--- config.mk ---
export PLATFORM = sky130hd
export DESIGN_NAME = pulse_peak_rr_tracker
export DESIGN_NICKNAME = d
export VERILOG_FILES = /design/src/ppr_pkg.sv /design/src/pulse_peak_rr_tracker.sv /design/src/ppr_front.sv /design/src/ppr_fifo.sv /design/src/ppr_div.sv /design/src/ppr_back.sv
export SDC_FILE = /design/constraint.sdc
export NUM_CORES = 2
export LEC_CHECK = 0
export ABC_CLOCK_PERIOD_IN_PS = 7490
export BUFFER_PORTS_ARGS = -buffer_cell sky130_fd_sc_hd__buf_2
export CAP_MARGIN = 20
export CORE_MARGIN = 1.5
export CORE_UTILIZATION = 55
export DETAILED_ROUTE_END_ITERATION = 7
export HOLD_SLACK_MARGIN = 0.08
export PLACE_DENSITY = 0.7
export SLEW_MARGIN = 20
export SYNTH_ARGS = -nofsm -noshare
export SYNTH_HDL_FRONTEND = slang
export SYNTH_HIERARCHICAL = 1
export SYNTH_SLANG_ARGS = --single-unit
--- constraint.sdc ---
create_clock -name clk -period 7.49 [get_ports clk]
set_clock_uncertainty 0.2 [all_clocks]
set_input_delay 0.749 -clock clk [delete_from_list [all_inputs] [get_ports clk]]
set_output_delay 0.749 -clock clk [all_outputs]
set_load 0.1 [all_outputs]
--- src/ppr_pkg.sv ---
package ppr_pkg;

  // field widths
  localparam int SAMPLE_W = 24;
  localparam int TIME_W   = 32;
  localparam int GAP_W    = 16;
  localparam int RATE_W   = 10;
  localparam int MUL_W    = RATE_W + 1;
  localparam int PROD_W   = GAP_W + MUL_W;
  localparam int ENV_W    = 32;

  // beats-per-minute scale: 60000 ms per minute
  localparam int unsigned RATE_SCALE = 60000;

  // configuration port
  localparam int CFG_IDX_W  = 2;
  localparam int CFG_DATA_W = 16;

  typedef enum logic [CFG_IDX_W-1:0] {
    CFG_MIN_GAP      = 2'd0,
    CFG_RATE_FLOOR   = 2'd1,
    CFG_RATE_CEILING = 2'd2
  } cfg_idx_t;

  localparam logic [GAP_W-1:0]  MIN_GAP_RST      = 16'd300;
  localparam logic [RATE_W-1:0] RATE_FLOOR_RST   = 10'd40;
  localparam logic [RATE_W-1:0] RATE_CEILING_RST = 10'd200;

  // queue between front and back
  localparam int Q_DEPTH = 2;
  localparam int Q_PTR_W = 1;
  localparam int Q_CNT_W = 2;

  typedef struct packed {
    logic [SAMPLE_W-1:0] sample;
    logic [TIME_W-1:0]   time_ms;
  } in_req_t;

  typedef struct packed {
    logic             beat_found;
    logic [GAP_W-1:0] avg_rate;
    logic [GAP_W-1:0] last_gap_ms;
  } out_req_t;

  typedef struct packed {
    logic [GAP_W-1:0]  min_gap_ms;
    logic [RATE_W-1:0] rate_floor;
    logic [RATE_W-1:0] rate_ceiling;
  } cfg_regs_t;

  // one classified peak candidate handed to the back end
  typedef struct packed {
    logic             cand;
    logic [GAP_W-1:0] gap;
  } q_ent_t;

endpackage

--- src/pulse_peak_rr_tracker.sv ---
// Pulse peak and RR interval tracker.
// Input channel: in_valid / in_stall carry one request of an intensity sample
// and its millisecond timestamp; a request is taken at a clock edge with
// in_valid high and in_stall low. Every request gives exactly one result on
// out_valid / out_stall: the beat flag, the average rate in beats per minute
// and the most recent stored RR interval.
// The front end updates the envelope and peak detector in the cycle a sample
// is taken and hands a classified request to a two-entry queue; the back end
// works on one request at a time. A request that is no peak candidate goes
// straight to output; a candidate is checked against the rate limits by the
// multiplier, and any stored interval but the first runs the bit-serial divider,
// W bits wide (the width of the interval sum, 19 for an 8-deep ring), for the
// mean and the rate. The cfg_ port writes min_gap_ms, rate_floor and
// rate_ceiling by index; the user is to do so only while the block is idle,
// which the block does not enforce. Synchronous reset restores the register
// defaults and clears detector, ring count and sum; the ring memory itself is
// not cleared. When out_stall is high the finished result waits in the output
// register and the back end holds; the queue then fills and in_stall rises.
module pulse_peak_rr_tracker #(
  parameter int RING_DEPTH = 8
) (
  input  logic                                clk,
  input  logic                                rst_n,
  input  logic                                in_valid,
  input  ppr_pkg::in_req_t                    in_data,
  output logic                                in_stall,
  output logic                                out_valid,
  output ppr_pkg::out_req_t                   out_data,
  input  logic                                out_stall,
  input  logic                                cfg_we,
  input  logic [ppr_pkg::CFG_IDX_W-1:0]       cfg_index,
  input  logic [ppr_pkg::CFG_DATA_W-1:0]      cfg_wdata
);
  import ppr_pkg::*;

  cfg_regs_t cfg_r;
  logic      q_push;
  q_ent_t    q_wdata;
  logic      q_pop;
  q_ent_t    q_rdata;
  logic      q_full;
  logic      q_empty;

  // configuration registers
  always_ff @(posedge clk) begin
    if (!rst_n) begin
      cfg_r.min_gap_ms   <= MIN_GAP_RST;
      cfg_r.rate_floor   <= RATE_FLOOR_RST;
      cfg_r.rate_ceiling <= RATE_CEILING_RST;
    end else if (cfg_we) begin
      case (cfg_idx_t'(cfg_index))
        CFG_MIN_GAP:      cfg_r.min_gap_ms   <= cfg_wdata;
        CFG_RATE_FLOOR:   cfg_r.rate_floor   <= cfg_wdata[RATE_W-1:0];
        CFG_RATE_CEILING: cfg_r.rate_ceiling <= cfg_wdata[RATE_W-1:0];
        default: begin
        end
      endcase
    end
  end

  ppr_front u_front (
    .clk      (clk),
    .rst_n    (rst_n),
    .in_valid (in_valid),
    .in_data  (in_data),
    .in_stall (in_stall),
    .cfg      (cfg_r),
    .q_push   (q_push),
    .q_wdata  (q_wdata),
    .q_full   (q_full)
  );

  ppr_fifo u_fifo (
    .clk   (clk),
    .rst_n (rst_n),
    .push  (q_push),
    .wdata (q_wdata),
    .pop   (q_pop),
    .rdata (q_rdata),
    .full  (q_full),
    .empty (q_empty)
  );

  ppr_back #(
    .RING_DEPTH (RING_DEPTH)
  ) u_back (
    .clk       (clk),
    .rst_n     (rst_n),
    .cfg       (cfg_r),
    .q_rdata   (q_rdata),
    .q_empty   (q_empty),
    .q_pop     (q_pop),
    .out_valid (out_valid),
    .out_data  (out_data),
    .out_stall (out_stall)
  );

endmodule

--- src/ppr_front.sv ---
module ppr_front (
  input  logic              clk,
  input  logic              rst_n,
  input  logic              in_valid,
  input  ppr_pkg::in_req_t  in_data,
  output logic              in_stall,
  input  ppr_pkg::cfg_regs_t cfg,
  output logic              q_push,
  output ppr_pkg::q_ent_t   q_wdata,
  input  logic              q_full
);
  import ppr_pkg::*;

  logic [SAMPLE_W-1:0] prev_level_r;
  logic                was_rising_r;
  logic                was_above_r;
  logic [ENV_W-1:0]    env_high_r;
  logic [ENV_W-1:0]    env_low_r;
  logic [TIME_W-1:0]   peak_stamp_r;

  logic [ENV_W-1:0]    level;
  logic [ENV_W-1:0]    hi_max;
  logic [ENV_W-1:0]    lo_min;
  logic [ENV_W:0]      env_sum;
  logic [ENV_W-1:0]    thr;
  logic [ENV_W-1:0]    env_high_nxt;
  logic [ENV_W-1:0]    env_low_nxt;
  logic                rising;
  logic                peak;
  logic [TIME_W-1:0]   gap;
  logic                cand;
  logic                accept;

  assign accept   = in_valid && !q_full;
  assign in_stall = q_full;

  // envelope takes in the sample, threshold is the midpoint, then decay
  assign level        = {{(ENV_W-SAMPLE_W){1'b0}}, in_data.sample};
  assign hi_max       = (level > env_high_r) ? level : env_high_r;
  assign lo_min       = (level < env_low_r) ? level : env_low_r;
  assign env_sum      = {1'b0, hi_max} + {1'b0, lo_min};
  assign thr          = env_sum[ENV_W:1];
  assign env_high_nxt = hi_max - (hi_max >> 8);
  assign env_low_nxt  = lo_min + (lo_min >> 8);

  // peak: rising turned into not rising while above threshold
  assign rising = in_data.sample > prev_level_r;
  assign peak   = was_rising_r && !rising && was_above_r;

  // gaps above one minute can never meet the rate floor
  assign gap  = in_data.time_ms - peak_stamp_r;
  assign cand = peak && (gap > {{(TIME_W-GAP_W){1'b0}}, cfg.min_gap_ms})
                && (peak_stamp_r != '0) && (gap <= TIME_W'(RATE_SCALE));

  assign q_push        = accept;
  assign q_wdata.cand  = cand;
  assign q_wdata.gap   = gap[GAP_W-1:0];

  // detector state
  always_ff @(posedge clk) begin
    if (!rst_n) begin
      prev_level_r <= '0;
      was_rising_r <= 1'b0;
      was_above_r  <= 1'b0;
      env_high_r   <= '0;
      env_low_r    <= '1;
      peak_stamp_r <= '0;
    end else if (accept) begin
      prev_level_r <= in_data.sample;
      was_rising_r <= rising;
      was_above_r  <= level > thr;
      env_high_r   <= env_high_nxt;
      env_low_r    <= env_low_nxt;
      if (peak) begin
        peak_stamp_r <= in_data.time_ms;
      end
    end
  end

endmodule

--- src/ppr_fifo.sv ---
module ppr_fifo (
  input  logic            clk,
  input  logic            rst_n,
  input  logic            push,
  input  ppr_pkg::q_ent_t wdata,
  input  logic            pop,
  output ppr_pkg::q_ent_t rdata,
  output logic            full,
  output logic            empty
);
  import ppr_pkg::*;

  q_ent_t               mem_r [Q_DEPTH];
  logic [Q_PTR_W-1:0]   wr_ptr_r;
  logic [Q_PTR_W-1:0]   rd_ptr_r;
  logic [Q_CNT_W-1:0]   cnt_r;

  assign full  = cnt_r == Q_CNT_W'(Q_DEPTH);
  assign empty = cnt_r == '0;
  assign rdata = mem_r[rd_ptr_r];

  // entry storage
  always_ff @(posedge clk) begin
    if (push) begin
      mem_r[wr_ptr_r] <= wdata;
    end
  end

  // pointers and count
  always_ff @(posedge clk) begin
    if (!rst_n) begin
      wr_ptr_r <= '0;
      rd_ptr_r <= '0;
      cnt_r    <= '0;
    end else begin
      if (push) begin
        wr_ptr_r <= wr_ptr_r + 1'b1;
      end
      if (pop) begin
        rd_ptr_r <= rd_ptr_r + 1'b1;
      end
      if (push && !pop) begin
        cnt_r <= cnt_r + 1'b1;
      end else if (pop && !push) begin
        cnt_r <= cnt_r - 1'b1;
      end
    end
  end

endmodule

--- src/ppr_div.sv ---
module ppr_div #(
  parameter int W = 19
) (
  input  logic         clk,
  input  logic         rst_n,
  input  logic         start,
  input  logic [W-1:0] num,
  input  logic [W-1:0] den,
  output logic         busy,
  output logic         done,
  output logic [W-1:0] quo
);
  localparam int CNT_W = $clog2(W + 1);

  logic [W-1:0]     num_r;
  logic [W-1:0]     den_r;
  logic [W-1:0]     rem_r;
  logic [CNT_W-1:0] cnt_r;
  logic             busy_r;
  logic             done_r;

  logic [W:0]       trial;
  logic             fits;

  // one quotient bit per cycle, restoring
  assign trial = {rem_r, num_r[W-1]};
  assign fits  = trial >= {1'b0, den_r};

  assign busy = busy_r;
  assign done = done_r;
  assign quo  = num_r;

  always_ff @(posedge clk) begin
    if (!rst_n) begin
      busy_r <= 1'b0;
      done_r <= 1'b0;
      cnt_r  <= '0;
    end else begin
      done_r <= 1'b0;
      if (!busy_r && start) begin
        busy_r <= 1'b1;
        cnt_r  <= CNT_W'(W);
      end else if (busy_r) begin
        cnt_r <= cnt_r - 1'b1;
        if (cnt_r == CNT_W'(1)) begin
          busy_r <= 1'b0;
          done_r <= 1'b1;
        end
      end
    end
  end

  // datapath
  always_ff @(posedge clk) begin
    if (!busy_r && start) begin
      num_r <= num;
      den_r <= den;
      rem_r <= '0;
    end else if (busy_r) begin
      rem_r <= fits ? W'(trial - {1'b0, den_r}) : trial[W-1:0];
      num_r <= {num_r[W-2:0], fits};
    end
  end

endmodule

--- src/ppr_back.sv ---
module ppr_back #(
  parameter int RING_DEPTH = 8
) (
  input  logic               clk,
  input  logic               rst_n,
  input  ppr_pkg::cfg_regs_t cfg,
  input  ppr_pkg::q_ent_t    q_rdata,
  input  logic               q_empty,
  output logic               q_pop,
  output logic               out_valid,
  output ppr_pkg::out_req_t  out_data,
  input  logic               out_stall
);
  import ppr_pkg::*;

  localparam int PTR_W  = (RING_DEPTH > 2) ? $clog2(RING_DEPTH) : 1;
  localparam int FILL_W = $clog2(RING_DEPTH + 1);
  localparam int TOT_W  = $clog2(RING_DEPTH * 60000 + 1);

  typedef enum logic [3:0] {
    S_IDLE,
    S_MUL_LO,
    S_MUL_HI,
    S_CHECK,
    S_MEAN_GO,
    S_MEAN_WAIT,
    S_RATE_GO,
    S_RATE_WAIT,
    S_OUT
  } state_t;

  state_t            state_r;
  logic [GAP_W-1:0]  gap_r;
  logic [PROD_W-1:0] prod_r;
  logic              lo_ok_r;
  logic [GAP_W-1:0]  ring_rd_r;
  logic [PTR_W-1:0]  ptr_r;
  logic [FILL_W-1:0] fill_r;
  logic [TOT_W-1:0]  total_r;
  logic [GAP_W-1:0]  last_gap_r;
  logic [GAP_W-1:0]  avg_r;
  logic [GAP_W-1:0]  mean_r;
  logic              beat_r;
  logic              out_valid_r;
  out_req_t          out_data_r;
  logic [GAP_W-1:0]  ring_mem [RING_DEPTH];

  logic [MUL_W-1:0]  floor_eff;
  logic [MUL_W-1:0]  mul_b;
  logic [PROD_W-1:0] prod;
  logic              store;
  logic              full;
  logic [TOT_W-1:0]  old_gap;
  logic              div_start;
  logic [TOT_W-1:0]  div_num;
  logic [TOT_W-1:0]  div_den;
  logic              div_busy;
  logic              div_done;
  logic [TOT_W-1:0]  div_quo;
  logic              out_free;

  // rate limits as products: gap*floor <= 60000 and gap*(ceiling+1) > 60000
  assign floor_eff = (cfg.rate_floor == '0) ? MUL_W'(1) : {1'b0, cfg.rate_floor};
  assign mul_b     = (state_r == S_MUL_LO) ? floor_eff
                                           : ({1'b0, cfg.rate_ceiling} + MUL_W'(1));
  assign prod      = {{MUL_W{1'b0}}, gap_r} * {{GAP_W{1'b0}}, mul_b};
  assign store     = lo_ok_r && (prod_r > PROD_W'(RATE_SCALE));

  // oldest entry leaves the sum only once the ring is full
  assign full    = fill_r == FILL_W'(RING_DEPTH);
  assign old_gap = full ? {{(TOT_W-GAP_W){1'b0}}, ring_rd_r} : '0;

  assign q_pop    = (state_r == S_IDLE) && !q_empty;
  assign out_free = !out_valid_r || !out_stall;

  assign out_valid = out_valid_r;
  assign out_data  = out_data_r;

  // shared divider: mean interval, then rate from the mean
  assign div_start = (state_r == S_MEAN_GO) || ((state_r == S_RATE_GO) && (mean_r != '0));
  assign div_num   = (state_r == S_MEAN_GO) ? total_r : TOT_W'(RATE_SCALE);
  assign div_den   = (state_r == S_MEAN_GO) ? {{(TOT_W-FILL_W){1'b0}}, fill_r}
                                            : {{(TOT_W-GAP_W){1'b0}}, mean_r};

  ppr_div #(
    .W (TOT_W)
  ) u_div (
    .clk   (clk),
    .rst_n (rst_n),
    .start (div_start),
    .num   (div_num),
    .den   (div_den),
    .busy  (div_busy),
    .done  (div_done),
    .quo   (div_quo)
  );

  // interval ring
  always_ff @(posedge clk) begin
    if (state_r == S_MUL_HI) begin
      ring_rd_r <= ring_mem[ptr_r];
    end
    if ((state_r == S_CHECK) && store) begin
      ring_mem[ptr_r] <= gap_r;
    end
  end

  // sequencer
  always_ff @(posedge clk) begin
    if (!rst_n) begin
      state_r     <= S_IDLE;
      ptr_r       <= '0;
      fill_r      <= '0;
      total_r     <= '0;
      last_gap_r  <= '0;
      avg_r       <= '0;
      beat_r      <= 1'b0;
      lo_ok_r     <= 1'b0;
      out_valid_r <= 1'b0;
    end else begin
      if (out_valid_r && !out_stall && (state_r != S_OUT)) begin
        out_valid_r <= 1'b0;
      end
      case (state_r)
        S_IDLE: begin
          if (!q_empty) begin
            gap_r   <= q_rdata.gap;
            beat_r  <= 1'b0;
            state_r <= q_rdata.cand ? S_MUL_LO : S_OUT;
          end
        end
        S_MUL_LO: begin
          prod_r  <= prod;
          state_r <= S_MUL_HI;
        end
        S_MUL_HI: begin
          lo_ok_r <= prod_r <= PROD_W'(RATE_SCALE);
          prod_r  <= prod;
          state_r <= S_CHECK;
        end
        S_CHECK: begin
          if (store) begin
            beat_r     <= 1'b1;
            total_r    <= total_r - old_gap + {{(TOT_W-GAP_W){1'b0}}, gap_r};
            last_gap_r <= gap_r;
            ptr_r      <= (ptr_r == PTR_W'(RING_DEPTH - 1)) ? '0 : ptr_r + 1'b1;
            if (!full) begin
              fill_r <= fill_r + 1'b1;
            end
            // fewer than two intervals after this one keeps the average at zero
            state_r <= (fill_r != '0) ? S_MEAN_GO : S_OUT;
          end else begin
            state_r <= S_OUT;
          end
        end
        S_MEAN_GO: begin
          state_r <= S_MEAN_WAIT;
        end
        S_MEAN_WAIT: begin
          if (div_done) begin
            mean_r  <= div_quo[GAP_W-1:0];
            state_r <= S_RATE_GO;
          end
        end
        S_RATE_GO: begin
          if (mean_r == '0) begin
            avg_r   <= '0;
            state_r <= S_OUT;
          end else begin
            state_r <= S_RATE_WAIT;
          end
        end
        S_RATE_WAIT: begin
          if (div_done) begin
            avg_r   <= div_quo[GAP_W-1:0];
            state_r <= S_OUT;
          end
        end
        S_OUT: begin
          if (out_free) begin
            out_valid_r            <= 1'b1;
            out_data_r.beat_found  <= beat_r;
            out_data_r.avg_rate    <= avg_r;
            out_data_r.last_gap_ms <= last_gap_r;
            state_r                <= S_IDLE;
          end
        end
        default: begin
          state_r <= S_IDLE;
        end
      endcase
    end
  end

`ifndef ASSERT_OFF
  a_fill_bound: assert property (@(posedge clk) disable iff (!rst_n)
    fill_r <= FILL_W'(RING_DEPTH))
    else $error("ring fill count above depth");

  a_beat_gap: assert property (@(posedge clk) disable iff (!rst_n)
    out_valid_r && out_data_r.beat_found |-> out_data_r.last_gap_ms != '0)
    else $error("beat reported with zero interval");

  a_avg_fill: assert property (@(posedge clk) disable iff (!rst_n)
    out_valid_r && (out_data_r.avg_rate != '0) |-> fill_r >= FILL_W'(2))
    else $error("average rate with fewer than two intervals");

  a_div_free: assert property (@(posedge clk) disable iff (!rst_n)
    div_start |-> !div_busy)
    else $error("divider started while busy");
`endif

endmodule
Yosys cells after proc, flatten, opt, wreduce, memory -nomap -nowiden
Memory sizes are Yosys's and may differ from the RTL's. A register that Yosys moved wholly into a read port is not among the register bits.
Index checks and enable logic that the tools add are counted.
{ "totals": {"register_bits": 383, "mem_bits_rw": 162, "out_inout_bits": 35, "elab_cells": 183, "n_memories": 2} }
{ "classes": {"n_addsub": 15, "mul": 1, "n_lt_le_gt_ge": 9, "n_eq_ne": 21, "mux": 43, "n_bitwise": 4, "n_reduce_logical": 53} }
{ "memory_table": {"columns": ["name", "depth", "word_bits", "read_ports", "rd_ports_with_merged_regs", "write_ports", "line", "text"], "rows": [
  ["u_back.ring_mem", 8, 16, 1, 1, 1, "ppr_back.sv:46", "logic [GAP_W-1:0] ring_mem [RING_DEPTH];"],
  ["u_fifo.mem_r", 2, 17, 1, 1, 1, "ppr_fifo.sv:13", "q_ent_t mem_r [Q_DEPTH];"]
]} }
{ "ops": {"columns": ["cell", "count"], "rows": [
  ["2-to-1 mux 19 bit", 4],
  ["> comparator 24 x 32 -> 1 bit", 2],
  ["2-to-1 mux 32 bit", 2],
  ["2-to-1 mux 16 bit", 3],
  ["subtractor 19 bit", 2],
  ["2-to-1 mux 4 bit", 9],
  ["one-hot mux 4 bit (9 select lines)", 1],
  ["adder 32 x 32 -> 33 bit", 1],
  ["adder 32 x 24 -> 32 bit", 1],
  ["> comparator 32 x 16 -> 1 bit", 1],
  ["less-or-equal comparator 32 x 16 -> 1 bit, second input constant", 1],
  ["< comparator 24 x 32 -> 1 bit", 1],
  ["one-hot mux 16 bit (2 select lines)", 1],
  ["nonzero test 32 bit", 1],
  ["subtractor 32 x 24 -> 32 bit", 1],
  ["subtractor 32 bit", 1],
  ["> comparator 27 x 16 -> 1 bit, second input constant", 1],
  ["less-or-equal comparator 27 x 16 -> 1 bit, second input constant", 1],
  ["multiplier 16 x 11 -> 27 bit", 1],
  ["> comparator 24 bit", 1],
  [">= comparator 20 x 19 -> 1 bit", 1],
  ["adder 19 x 16 -> 19 bit", 1],
  ["AND reduction 3 bit", 6],
  ["equality test 4 x 3 -> 1 bit, second input constant", 4],
  ["39 further kinds", 98]
]} }

Depth between registers and ports, before layout
{ "logic_depth": {"ltp_word": 7, "depth_mapped": 36} }

By module
The synthesis kept the hierarchy.
{ "modules_own_cells": {"columns": ["mod", "n_inst", "cells_per_inst", "area_per_inst_um2", "seq_area_each_um2"], "rows": [
  ["ppr_back", 1, 1669, 18323.8, 8388.0],
  ["ppr_front", 1, 1778, 13276.5, 2442.3],
  ["ppr_div", 1, 341, 3523.4, 1661.6],
  ["ppr_fifo", 1, 75, 1443.9, 1121.1],
  ["pulse_peak_rr_tracker", 1, 143, 1432.6, 720.7]
]} }

Least setup slack after synthesis
OpenSTA, ideal clock, no wires.
{ "synth_path": {"path_type": "input to register", "start": "input port in_data[47] (netlist bit)", "end": "register u_front.was_above_r", "setup_ps": 87, "arrival_ps": 6420, "required_time_ps": 7203, "slack_ps": 783, "stages": 31, "path_buffers": 2, "path_cell_list": "ha_1 -> nand4_1 -> nor3_1 -> o311a_1 -> nor4_1 -> nor2_1 -> clkbuf_1 -> clkbuf_1 -> a21o_1 -> inv_1 -> fa_1 -> nor2b_1 -> o31a_1 -> o211ai_1 -> a311o_1 -> o21ai_0 -> a21oi_1 -> o221a_2 -> a21oi_1 -> and3_1 -> nor2_1 -> xor2_1 -> ha_1 -> nand4_1 -> nor4_1 -> nand2_1 -> nand3_1 -> o2111ai_1 -> a311oi_1 -> nand4_1 -> o31ai_1"} }
{ "synth_between": {"elab_chain_cells": 4, "word_cells_on_any_way": 6} }
{ "synth_lines": {"columns": ["element", "line", "text"], "rows": [
  ["start, declared", "pulse_peak_rr_tracker.sv:25", "input ppr_pkg::in_req_t in_data,"],
  ["> comparator 24 x 32 -> 1 bit / < comparator 24 x 32 -> 1 bit (equally long branches)", "ppr_front.sv:39, ppr_front.sv:40", null],
  ["2-to-1 mux 32 bit (on tied branches)", "ppr_front.sv:39, ppr_front.sv:40", null],
  ["adder 32 x 32 -> 33 bit", "ppr_front.sv:41", "assign env_sum = {1'b0, hi_max} + {1'b0, lo_min};"],
  ["> comparator 24 x 32 -> 1 bit (*)", "ppr_front.sv:71", "was_above_r <= level > thr;"],
  ["end signal, assigned", "ppr_front.sv:71", null],
  ["end, declared", "ppr_front.sv:16", "logic was_above_r;"]
]} }
Every way passes the cells marked *; elsewhere a longest branch is shown, timed or not.
A chain may end at the register's enable or synchronous reset.

Worst setup path in the final report
{ "layout_path": {"start": "register u_front.env_low_r[19]", "end": "register u_front.was_above_r"} }
{ "layout_between": {"elab_chain_cells": 4} }
{ "layout_lines": {"columns": ["element", "line", "text"], "rows": [
  ["start, declared", "ppr_front.sv:18", "logic [ENV_W-1:0] env_low_r;"],
  ["start signal, assigned", "ppr_front.sv:73", "env_low_r <= env_low_nxt;"],
  ["< comparator 24 x 32 -> 1 bit", "ppr_front.sv:40", "assign lo_min = (level < env_low_r) ? level : env_low_r;"],
  ["2-to-1 mux 32 bit (*)", "ppr_front.sv:40", null],
  ["adder 32 x 32 -> 33 bit (*)", "ppr_front.sv:41", null],
  ["> comparator 24 x 32 -> 1 bit (*)", "ppr_front.sv:71", null]
]} }
Marks and branches as above.

==> results.yml <==
timing:
  fin_crit_ns: 7.12
  worst_pin_slew_ns: 1.11
  fin_crit_sh_pct: 95.1
  hold_violations: 0
  fmax_mhz: 140
  drv_slew: 0
  setup_viol: 0
  finalSetupTns_ns: 0
  slew_headroom_pct: 24.6
synthesis:
  ys_ff_latch: 562
  synth_area_leaders: "edfxtp_1 24%, dfxtp_1 13%, ha_1 11%"
  ys_seq_area_share_pct: 37.7
  synth_fa_ha_area_share_pct: 18.6
  synth_cell_types: 97
  synth_area_leader_cell: "edfxtp_1"
  synth_area_per_cell_um2: 9.49
  async_reset_ff_share_pct: 0
  synthSimpleGateAreaFrac_pct: 16.0
  synth_xor_area_share_pct: 3.18
  synth-edff-count: 308
  synth_top_family_by_area: "adder cells"
  yosysWarningCount: 6
  yosysMostFrequentCell: "nand2_1"
  synth_top_area_share_pct: 24.3
  synthFlopType: "edfxtp_1"
  ys_top_cells_by_count: "472 x nand2_1, 448 x inv_1, 332 x ha_1"
  synth_compound_area_share_pct: 15.0
  muxShareOfSynthArea_pct: 3.12
  syn_area_mm2: 0.0380
  synthCells: 4006
die:
  floorplan.rows: 96
  die_x_um: 266
  core_mm2: 0.0685
  start_util_pct: 55.5
  io_pins: 114
  dieHeight_um: 266
  die_area_mm2: 0.0707
finish:
  fin_nets: 4660
  final_area_mm2: 0.0417
  n_fill_cell: 5919
  n_antenna_cell: 0
  fin_cells: 5037
  synthToLayoutAreaGrowth_pct: 9.70
  seq_area_mm2: 0.0143
  drive_gt1_share_pct: 9.15
  multi_input_area_mm2: 0.0214
critical_path:
  startpoint: "u_front/env_low_r[19]$_SDFFE_PN1P_"
  r2r_cells: 29
  r2r_slack_ns: 0.37
  cp_max_fo: 4
  slowest_stage: "fa_1"
  path_class: "register to register"
  required_ns: 7.84
  crit_end: "u_front/was_above_r$_SDFFE_PN0P_"
  arrival_ns: 7.47
  cp-start-kind: "register"
  worstSetupEndpointType: "register"
  worstReg2RegEnd: "u_front/was_above_r$_SDFFE_PN0P_"
  r2r-start: "u_front/env_low_r[19]$_SDFFE_PN1P_"
  cpPeakStageDelay_ns: 0.43
power:
  p_comb_share_pct: 60.6
  max-vdd-ir-drop_mv: 0.608
  powerDensity_mw_per_mm2: 442
  pwr-share-clk_pct: 16.7
  p_leak_uw: 0.0176
  p_switching_uw: 8180
  seqPwrFrac_pct: 22.7
  finalPower_uw: 18400
  p_int_uw: 10200
  swShare_pct: 44.4
global_routing:
  grt_use_met3_pct: 4.15
  grt_max_degree: 67
  grt_pass1_vias: 27816
  grt_overflow: 0
  antenna_found_initial: 1
  grt_use_met2_pct: 43.4
  use_met1_pct: 35.5
  top_usage_layer: "met2"
  grt_pass1_wl_mm: 149
  grt.total_usage_pct: 26.2
clocking:
  ctsHtreeMaxLevel: 2
  cts_buffer_depth: 3
  cts_tree: "done"
  cts.sinks: 562
  cts_root_buf: "clkbuf_16"
  clk_pin_slew_ns: 0.06
  clkLatencyLatePin_ns: 0.64
  post_cts_buffers: 0
  cts_resized: 0
  ctsHoldBuffers: 0
  cts_made_buffers: 61
drt:
  wirelength_mm: 92.1
  routedWlPerCell_um: 18.3
  post-route-drc-count: 0
  drtAntennaViolNets: 0
  num_vias: 28987
  vias_per_cell: 5.75
  first_pass_iters: 5
  drt-initial-drc-count: 2130
place:
  port_buffers: 113
  globalplace.congestion: 0.976
  placed_cell_area_mm2: 0.0396
  placed_cells: 4922
  dpl.hpwl_mm: 67.3
min_path:
  hold_class: "primary input to register"
flow_run:
  maxCapViolCount: 0
status:
  outcome: "finished clean"
## stage by stage
stage / worst slack (ns) / util, % / hold WS [ns]
6_report: 0.371 / 60.9 / 0.159
3_3_place_gp: 0.122 / 57.8 / 0.212
4_1_cts: 0.261 / 60.8 / 0.124
3_5_place_dp: -0.184 / 57.8 / 0.214
5_1_grt: -0.0198 / 60.9 / 0.147
2_1_floorplan: 0.783 / - / 0.208
## how the worst min path moves through the flow
stage	slack, ns	start	end	cells after the start
6_report	0.16	cfg_wdata[15]	cfg_r[35]$_SDFFE_PN0P_	3
5_1_grt	0.15	cfg_wdata[11]	cfg_r[31]$_SDFFE_PN0P_	3
4_1_cts	0.12	cfg_wdata[14]	cfg_r[34]$_SDFFE_PN0P_	3
3_5_place_dp	0.21	u_back/last_gap_r[1]$_SDFFE_PN0P_	u_back/out_data[1]$_DFFE_PP_	0
3_3_place_gp	0.21	u_back/last_gap_r[3]$_SDFFE_PN0P_	u_back/out_data[3]$_DFFE_PP_	0
2_1_floorplan	0.21	u_back/last_gap_r[0]$_SDFFE_PN0P_	u_back/out_data[0]$_DFFE_PP_	0
## area by class of cell
cell class	instances	area share (%)
Multi-Input combinational cell	2851	51.4
Sequential cell	562	34.4
Inverter	449	4.04
Clock buffer	73	3.94
Tap cell	882	2.65
Timing Repair Buffer	178	2.56
Clock inverter	42	1.03
## state kept, by name, summed over array words and instances (netlist names), 27 cells and up, named ones only
name                  count
u_back/ring_mem         128
cfg_r                    36
u_fifo/mem_r             34
u_back/out_data          33
u_front/env_high_r       32
u_front/env_low_r        32
u_front/peak_stamp_r     32
u_back/prod_r            27
## logic make-up after synthesis
kind of cell | Yosys count
other cells | 2
buf+inv | 610
simple gates | 1241
flops | 562
compound gates | 862
mux | 113
xor+xnor | 138
fa+ha+maj | 478
## worst max-delay path, delay by kind of cell, from the launching register on
family          cells  cell delay, ns
simple gates        9            1.65
fa+ha+maj           3            1.02
buf+inv             1            0.08
flops               1            0.34
compound gates     15            3.59
xor+xnor            1            0.15
## power by group through the flow
| stage | registers (µW) | logic [µW] | clock network, µW |
|---|---|---|---|
| floorplan | 4220 | 8520 | 0 |
| global placement | 4230 | 11000 | 0 |
| detailed placement | 4240 | 11100 | 0 |
| CTS | 4180 | 11200 | 3140 |
| global route | 4210 | 12700 | 3260 |
| finish | 4180 | 11200 | 3070 |
## cells in the final DEF, fill, tap and decap left out, types with 82 or more instances in the layout
cell type  count
a21o_1        93
a21oi_1      201
a22oi_1       82
and2_1       142
buf_2        112
dfxtp_1      254
edfxtp_1     308
fa_1         146
ha_1         332
inv_1        447
nand2_1      471
nor2_1       203
o21ai_0      174
## routing by layer
metal  up-vias  part of all wire (%)
li1      14118                     -
met4         2                   2.9
met5         -                0.0098
met3       171                   6.1
met1     13879                    44
met2       817                    47
Power figures use the tool's default switching activity.
